### src/hw/rtl/vtd_pkg.sv
// -----------------------------------------------------------------------------
// vtd_pkg
// Shared types and constants for the vertex tuple deduplication table.
// -----------------------------------------------------------------------------
`default_nettype none

package vtd_pkg;

	// element width and number of elements carried by one transfer
	localparam int ELEM_BITS   = 24;
	localparam int IN_ELEMS    = 4;
	localparam int RIDX_BITS   = 8;
	localparam int OIDX_BITS   = 8;
	localparam int OCNT_BITS   = 9;
	localparam int IN_TDATA_W  = 104;
	localparam int OUT_TDATA_W = 120;
	localparam int OUT_TUSER_W = 3;

	// register map, indexed by paddr[2]
	localparam logic REG_STRIDE = 1'b0;

	typedef enum logic [1:0] {
		CMD_UNIQUE = 2'd0,
		CMD_ADD    = 2'd1,
		CMD_READ   = 2'd2,
		CMD_NONE   = 2'd3
	} cmd_t;

	// per-lane RAM strobes, shared by every lane
	typedef struct packed {
		logic we;
		logic re;
	} ram_ctrl_t;

	typedef struct packed {
		logic [IN_ELEMS-1:0][ELEM_BITS-1:0] elems;
		logic [OCNT_BITS-1:0]               entry_count;
		logic                               bad_index;
		logic                               overflow;
		logic                               found;
		logic [OIDX_BITS-1:0]               entry_index;
	} res_t;

endpackage

`default_nettype wire

### src/hw/rtl/vtd_merge.sv
// -----------------------------------------------------------------------------
// vtd_merge
// Combines lane compares into one hit and masks read elements by stride.
// -----------------------------------------------------------------------------
`default_nettype none

module vtd_merge #(
	parameter int LANES = 4
) (
	input  wire logic [LANES-1:0]                               lane_on,
	input  wire logic [LANES-1:0]                               eq,
	input  wire logic [LANES-1:0][vtd_pkg::ELEM_BITS-1:0]       rdata,
	output logic                                                hit,
	output logic [vtd_pkg::IN_ELEMS-1:0][vtd_pkg::ELEM_BITS-1:0] elems
);

	// lanes beyond the stride do not take part in the compare
	assign hit = &(eq | ~lane_on);

	for (genvar k = 0; k < vtd_pkg::IN_ELEMS; k++) begin : g_elem
		if (k < LANES) begin : g_on
			assign elems[k] = lane_on[k] ? rdata[k] : '0;
		end else begin : g_off
			assign elems[k] = '0;
		end
	end

endmodule

`default_nettype wire

### config.mk
export PLATFORM = sky130hd
export DESIGN_NAME = vtd_merge
export DESIGN_NICKNAME = d
export VERILOG_FILES = /design/src/hw/rtl/vtd_pkg.sv /design/src/hw/rtl/vtd_merge.sv
export SDC_FILE = /design/constraint.sdc
export NUM_CORES = 1
export LEC_CHECK = 0
export BUFFER_PORTS_ARGS = -buffer_cell sky130_fd_sc_hd__clkbuf_2
export CAP_MARGIN = 20
export CORE_AREA = 2 2 78 80
export DETAILED_ROUTE_END_ITERATION = 10
export DIE_AREA = 0 0 80 82
export GPL_TIMING_DRIVEN = 0
export MAX_ROUTING_LAYER = met4
export SLEW_MARGIN = 0
export SYNTH_ARGS = -nofsm -noshare
export SYNTH_HDL_FRONTEND = slang
export SYNTH_SLANG_ARGS = --single-unit
### constraint.sdc
create_clock -name vclk -period 0.8
set_clock_uncertainty 0.05 [all_clocks]
set_input_delay 0.16 -clock vclk [all_inputs]
set_output_delay 0.16 -clock vclk [all_outputs]
set_load 0.1 [all_outputs]
# After elaboration in Yosys (flattened, before gate mapping)

Cells that the tools add are included.

Bits in registers: 0
Bits in latches: 0
Memory bits (writable): 0
Bits in read-only memories: 0
Output and inout bits: 97
Logic and storage cells: 7
Memories: 0

Add/subtract/negate cells: 0
$mul: 0
Div/mod/pow operators: 0
$lt $le $gt $ge: 0
Equality and inequality tests: 0
Shifts and indexed selects: 0
Mux-type cells: 4
Bitwise gates (word level): 2
Reductions and logical operators: 1

Operators by type and width:

| operator         | number |
|---|---|
| $mux 24          | 4 |
| $not 4->4        | 1 |
| $or 4x4->4       | 1 |
| $reduce_and 4->1 | 1 |

# Longest topological paths before layout

Gate-level depths: netlist of run 1.

Depth in word-level cells: 3
Depth in mapped cells: 2
Mapped depth without buffers: 2

# Least setup slack after synthesis of run 1

Ideal clock, no wire load.

Kind: input to output
Start point: input lane_on[0]
End point: output hit
Data arrival time: 1,457 ps
Data required time: 590 ps
Slack: -867 ps
Stages: 2
Cells stage by stage: nor2b_4 -> a2111oi_4

Longest elaborated chain between the ends: 3

Ends and longest elaborated chain:

| item             | RTL line        | text |
|---|---|---|
| start, declared  | vtd_merge.sv:10 | `input wire logic [LANES-1:0] lane_on,` |
| $not 4->4        | vtd_merge.sv:18 | `assign hit = &(eq \| ~lane_on);` |
| $or 4x4->4       | vtd_merge.sv:18 |  |
| $reduce_and 4->1 | vtd_merge.sv:18 |  |
| end, declared    | vtd_merge.sv:13 | `output logic hit,` |

No other way between the ends.

# Worst setup path in the final report of run 1

Start point: input lane_on[3]
End point: output hit

Same word-level chain as after synthesis.

==> impl_results.md, run 1 <==
* Status: complete, but fails checks
* Failing checks: setup timing
* Largest net degree at the start of global routing at 11
* Wirelength per Cell at 18.3 um
* Commonest non-fill, non-tap cell in the layout: clkbuf_16
* Fmax at a little over 800 MHz
* Layout cells sized above 1 at 99.7%
* Vias in the first global route at 1830
* GRT Overall Usage at 21.4%
* First drt pass iteration count at 4
* First-pass GRT wire length at 10300 um
* Worst Slack Setup Final at -0.413 ns
* CP peak stage delay at 0.34 ns
* Worst Max-Slew Pin Slew at about 0.29 ns
* Ant. Diodes at 0
* ANT nets after route at 0
* RSZ-0062 raised after global routing: yes
* Inst Count DP at 385
* Sequential share of the synthesized area at 0%
* Final Non-Filler Cells at 410
* Fillers at 309
* NumNets Final at 441
* GPL Wtd Cong at 0.800
* YS warnings at 0
* Initial antenna violation count at 0
* Number of placed I/O pins at around 200
* Most frequent cells in the layout: 105 x clkbuf_16, 100 x clkbuf_2, 96 x and2_4
* Mapped Cells at 109
* Port bufs at 201
* Max-cap violations at 0
* Via density per instance at 4.04
* P per Cell Area at just under 1000 nW/um^2
* Final Setup Violations at 97
* Critical setup path kind: input pin to primary output
* Hold Violations, Final at 0
* Post-synth design cell area at about 700 sq um
* Overflow after GRT at 0
* Critical path endpoint category: primary output
* DR vias at about 1700
* Hold depth at 3
* Cell area after layout at 4540 sq um
* Max-slew violation count at 0
* Worst setup SP type: input pin
* Cell Rows at 28
* Initial Utilization at 12.2%
* Die Y at ~80 um
* Total wire length at 7520 um
* Synthesized Nets at 213
* Critical Path AT at 1.00 ns
* Pleak at 2.29 nW
* HPWL after DPL at 3440 um
* Total die area at 6560 sq um
* Final core occ at 79.0%
* Starting DRC count in detailed routing at 10
* Slew HR at 80.8%
* # DRC at 0
* Final period util at 152%
* Critical path fanouts, max at 4
* Cell variety after synth at 8
* Worst Hold Class: input pin to primary output
* Core Area at 5750 sq um
* Seq cells at 0
* Avg Inst Size Synth at 6.45 sq um
* Layout area overhead at 546%
* Max IR drop VDD at 0.000583 V
* Placed Area at 2140 sq um
* Worst EP required at 0.59 ns
* Footprint of the multi-input gates at 910 sq um
* Die width at about 80 um
* Worst path slowest cell: a2111oi_4
* Total power at ~4.4 mW
* Clock buffer cells at 0
* FF/Latch Area at 0 sq um
* CP cell instances: clkbuf_16, nor2b_4, a2111oi_4, buf_8
* Post-layout minimum cycle time at 1.21 ns
## where the power goes
group | switching [mW] | internal (mW)
Combinational | 2.48 | 1.91
Clock | 0 | 0
Sequential | 0 | 0
Total | 2.48 | 1.91
## through the flow
step,TNS (ns),worst slack [ns],hold WS (ns)
finish,-22.95,-0.413,0.633
CTS,-21.64,-0.455,0.664
global route,-24.09,-0.443,0.643
global placement,-50.02,-0.761,0.824
floorplan,-1.11,-0.867,0.479
detailed placement,-50.05,-0.769,0.824
## worst max-delay path, delay by kind of cell
| family | cells | cell delay (ns) |
|---|---|---|
| compound gates | 1 | 0.34 |
| simple gates | 1 | 0.12 |
| buf+inv | 2 | 0.37 |
## logic make-up (layout without fill, tap and decap cells)
group	count (synthesis)	in the layout	synth area share, %
compound gates	1	1	3.92
simple gates	99	99	89.9
buf+inv	9	235	6.23
## layout make-up
cell class | count | area share (%)
tap | 75 | 2.07
multi-input combinational | 100 | 20.0
buffer | 8 | 3.53
timing repair buffer | 226 | 74.3
inverter | 1 | 0.0827
## routing by layer
| layer | GRT usage, % | routed length (um) | vias to the layer above | share of wire, % |
|---|---|---|---|---|
| met3 | 5.38 | 700 | 16 | 9.3 |
| met1 | 19.7 | 2500 | 730 | 33 |
| met5 | - | 0 | - | 0 |
| met2 | 43.8 | 4160 | 127 | 55 |
| li1 | - | - | 783 | - |
| met4 | 4.58 | 155 | 0 | 2.1 |
## what timing repair did
item / 4_1_cts / 5_1_grt
cloned: 8 / 2
resized for setup: 324 / 12
pin swaps: 8 / 8
setup endpoints to repair: 97 / 97
buffers inserted: 12 / 5
hold buffers: 0 / 0
## synthesized netlist by cell type
library cell | instances | area (sq um)
a2111oi_4 | 1 | 27.5
and2_1 | 92 | 576
and2_2 | 4 | 30.0
buf_2 | 4 | 20.0
clkbuf_2 | 4 | 20.0
inv_1 | 1 | 3.75
nor2b_1 | 2 | 12.5
nor2b_4 | 1 | 13.8
## final timing paths
kind,startpoint,to
worst min-delay path,lane_on[1],hit
worst max-delay path,lane_on[3],hit
(Power assumes the default switching activity.)
==> inputs of run 2 (changes only) <==
--- a/config.mk
+++ b/config.mk
@@ -12,6 +12,8 @@
 export DIE_AREA = 0 0 80 82
 export GPL_TIMING_DRIVEN = 0
 export MAX_ROUTING_LAYER = met4
+export PLACE_DENSITY = 0.6
+export SETUP_SLACK_MARGIN = 0.05
 export SLEW_MARGIN = 0
 export SYNTH_ARGS = -nofsm -noshare
 export SYNTH_HDL_FRONTEND = slang
==> constraint.sdc (replaced) <==
create_clock -name vclk -period 0.8
set_clock_uncertainty 0.05 [all_clocks]
set_input_delay 0.04 -clock vclk [all_inputs]
set_output_delay 0.04 -clock vclk [all_outputs]
set_load 0.1 [all_outputs]
==> run 2 against run 1 <==
- the flow still finishes with violations (setup timing)
- first-iteration DRC count up 50%
- final cell count fell by 3.9%
- sequential share of layout area is the same
- clock-buffer cell count is the same
- routed wire length shrank 18%
- sequential cell count is the same
- largest power group unchanged
- non-clock buffer count shrank 16
==> impl_results.md, run 2 (synthesis gave the netlist of run 1 again) <==
* Total power at 4.00 mW
* Max-cap violations at 0
* Fillers at 398
* ANT nets after route at 0
* Critical setup path kind: input pin to primary output
* P per Cell Area at approximately 1000 nW/um^2
* Via density per instance at roughly 4
* Cell area after layout at 3950 sq um
* FF/Latch Area at 0 sq um
* Port bufs at 201
* Layout cells sized above 1 at 99.7%
* Layout area overhead at 462%
* DR vias at 1579
* Most frequent cells in the layout: 100 x clkbuf_2, 85 x clkbuf_16, 71 x and2_4
* Wirelength per Cell at 15.7 um
* Initial antenna violation count at 0
* Largest net degree at the start of global routing at 11
* Die width at 80 um
* Die Y at around 82 um
* Number of placed I/O pins at 201
* Critical path endpoint category: primary output
* Fin Setup TNS at -1.65 ns
* Final Setup Violations at 15
* Clock buffer cells at 0
* First-pass GRT wire length at 8290 um
* Max IR drop VDD at 0.000581 V
* GPL Wtd Cong at 0.730
* Hold path endpoint: hit
* Critical Path AT at 0.88 ns
* Hold slack at 0.420 ns
* Ant. Diodes at 0
* Total wire length at 6170 um
* Pleak at just over 2 nW
* Critical path fanouts, max at 5
* First drt pass iteration count at 4
* Setup Slack @ Placement at -0.446 ns
* Placed Area at 1920 sq um
* Hold Violations, Final at 0
* Final period util at 121%
* Hold depth at 3
* Starting DRC count in detailed routing at 15
* Post-layout minimum cycle time at 0.969 ns
* Fmax at a little over 1000 MHz
* Slew HR at roughly 80%
* Worst Slack Setup Final at -0.169 ns
* Vias in the first global route at 1743
* Overflow after GRT at 0
* Status: complete, but fails checks
* NumNets Final at ~430
* Worst EP required at slightly above 0.7 ns
* HPWL after DPL at 3230 um
* RSZ-0062 raised after global routing: yes
* Max-slew violation count at 0
* Worst Max-Slew Pin Slew at 0.307 ns
* CP Launch Point: lane_on[2]
* Total die area at 6560 sq um
* GRT Overall Usage at 16.4%
* Worst Hold Class: input pin to primary output
* Seq cells at 0
* Post-CTS Hold Fix Bufs at 0
* Initial Utilization at 12.2%
* Worst setup SP type: input pin
* Commonest non-fill, non-tap cell in the layout: clkbuf_2
* Core Area at approximately 5700 sq um
* # DRC at 0
* Min-delay src: lane_on[1]
* Failing checks: setup timing
* Cell Rows at 28
## run 2: cell count changes in the layout (fill, tap and decap cells not counted), sizes merged
cell    before  now
clkbuf     206  196
buf         28   22
## run 2: per-layer routing
| layer | track usage [%] | share of wire [%] |
|---|---|---|
| met1 | 16.3 | 34 |
| met2 | 33.6 | 56 |
| met3 | 3.08 | 9.2 |
| met4 | 2.37 | 1.3 |
| met5 | - | 0 |
## run 2: cell type report
class	count	area, sq um	area share, %
repair buffers	210	2880	72.8
well taps	75	93.8	2.38
multi-input cells	100	878	22.2
plain buffers	8	98.8	2.50
inverters	1	3.75	0.0950
## run 2: power by group
part	internal (mW)	switching [mW]	total, mW	leakage (nW)
Sequential	0	0	0	0
Clock	0	0	0	0
Combinational	1.61	2.40	4.00	2.02
## run 2: worst max-delay path by stage
| stage | depth (start not counted) | endpoint | slack, ns |
|---|---|---|---|
| global placement | 4 | hit | -0.43 |
| CTS | 4 | hit | -0.21 |
| global route | 4 | hit | -0.20 |
| floorplan | 2 | hit | -0.63 |
| detailed placement | 4 | hit | -0.45 |
| finish | 4 | hit | -0.17 |
## run 2: worst max-delay path: stages
cell and delay (ns):
clkbuf_16 0.12, nor2b_4 0.13, a2111oi_4 0.34, buf_8 0.25
## run 2: repair_timing
action | CTS | global route
setup buffers | 1 | 1
setup endpoints to repair | 97 | 56
pin swaps | 2 | 2
gates resized for setup | 363 | 21
gates cloned | 7 | 0
## run 2: metrics by stage
| stage | utilization, % | cells |
|---|---|---|
| 2_1_floorplan | - | 109 |
| 3_3_place_gp | 33.4 | 385 |
| 3_5_place_dp | 33.4 | 385 |
| 4_1_cts | 68.1 | 393 |
| 5_1_grt | 68.8 | 394 |
| 6_report | 68.8 | 394 |
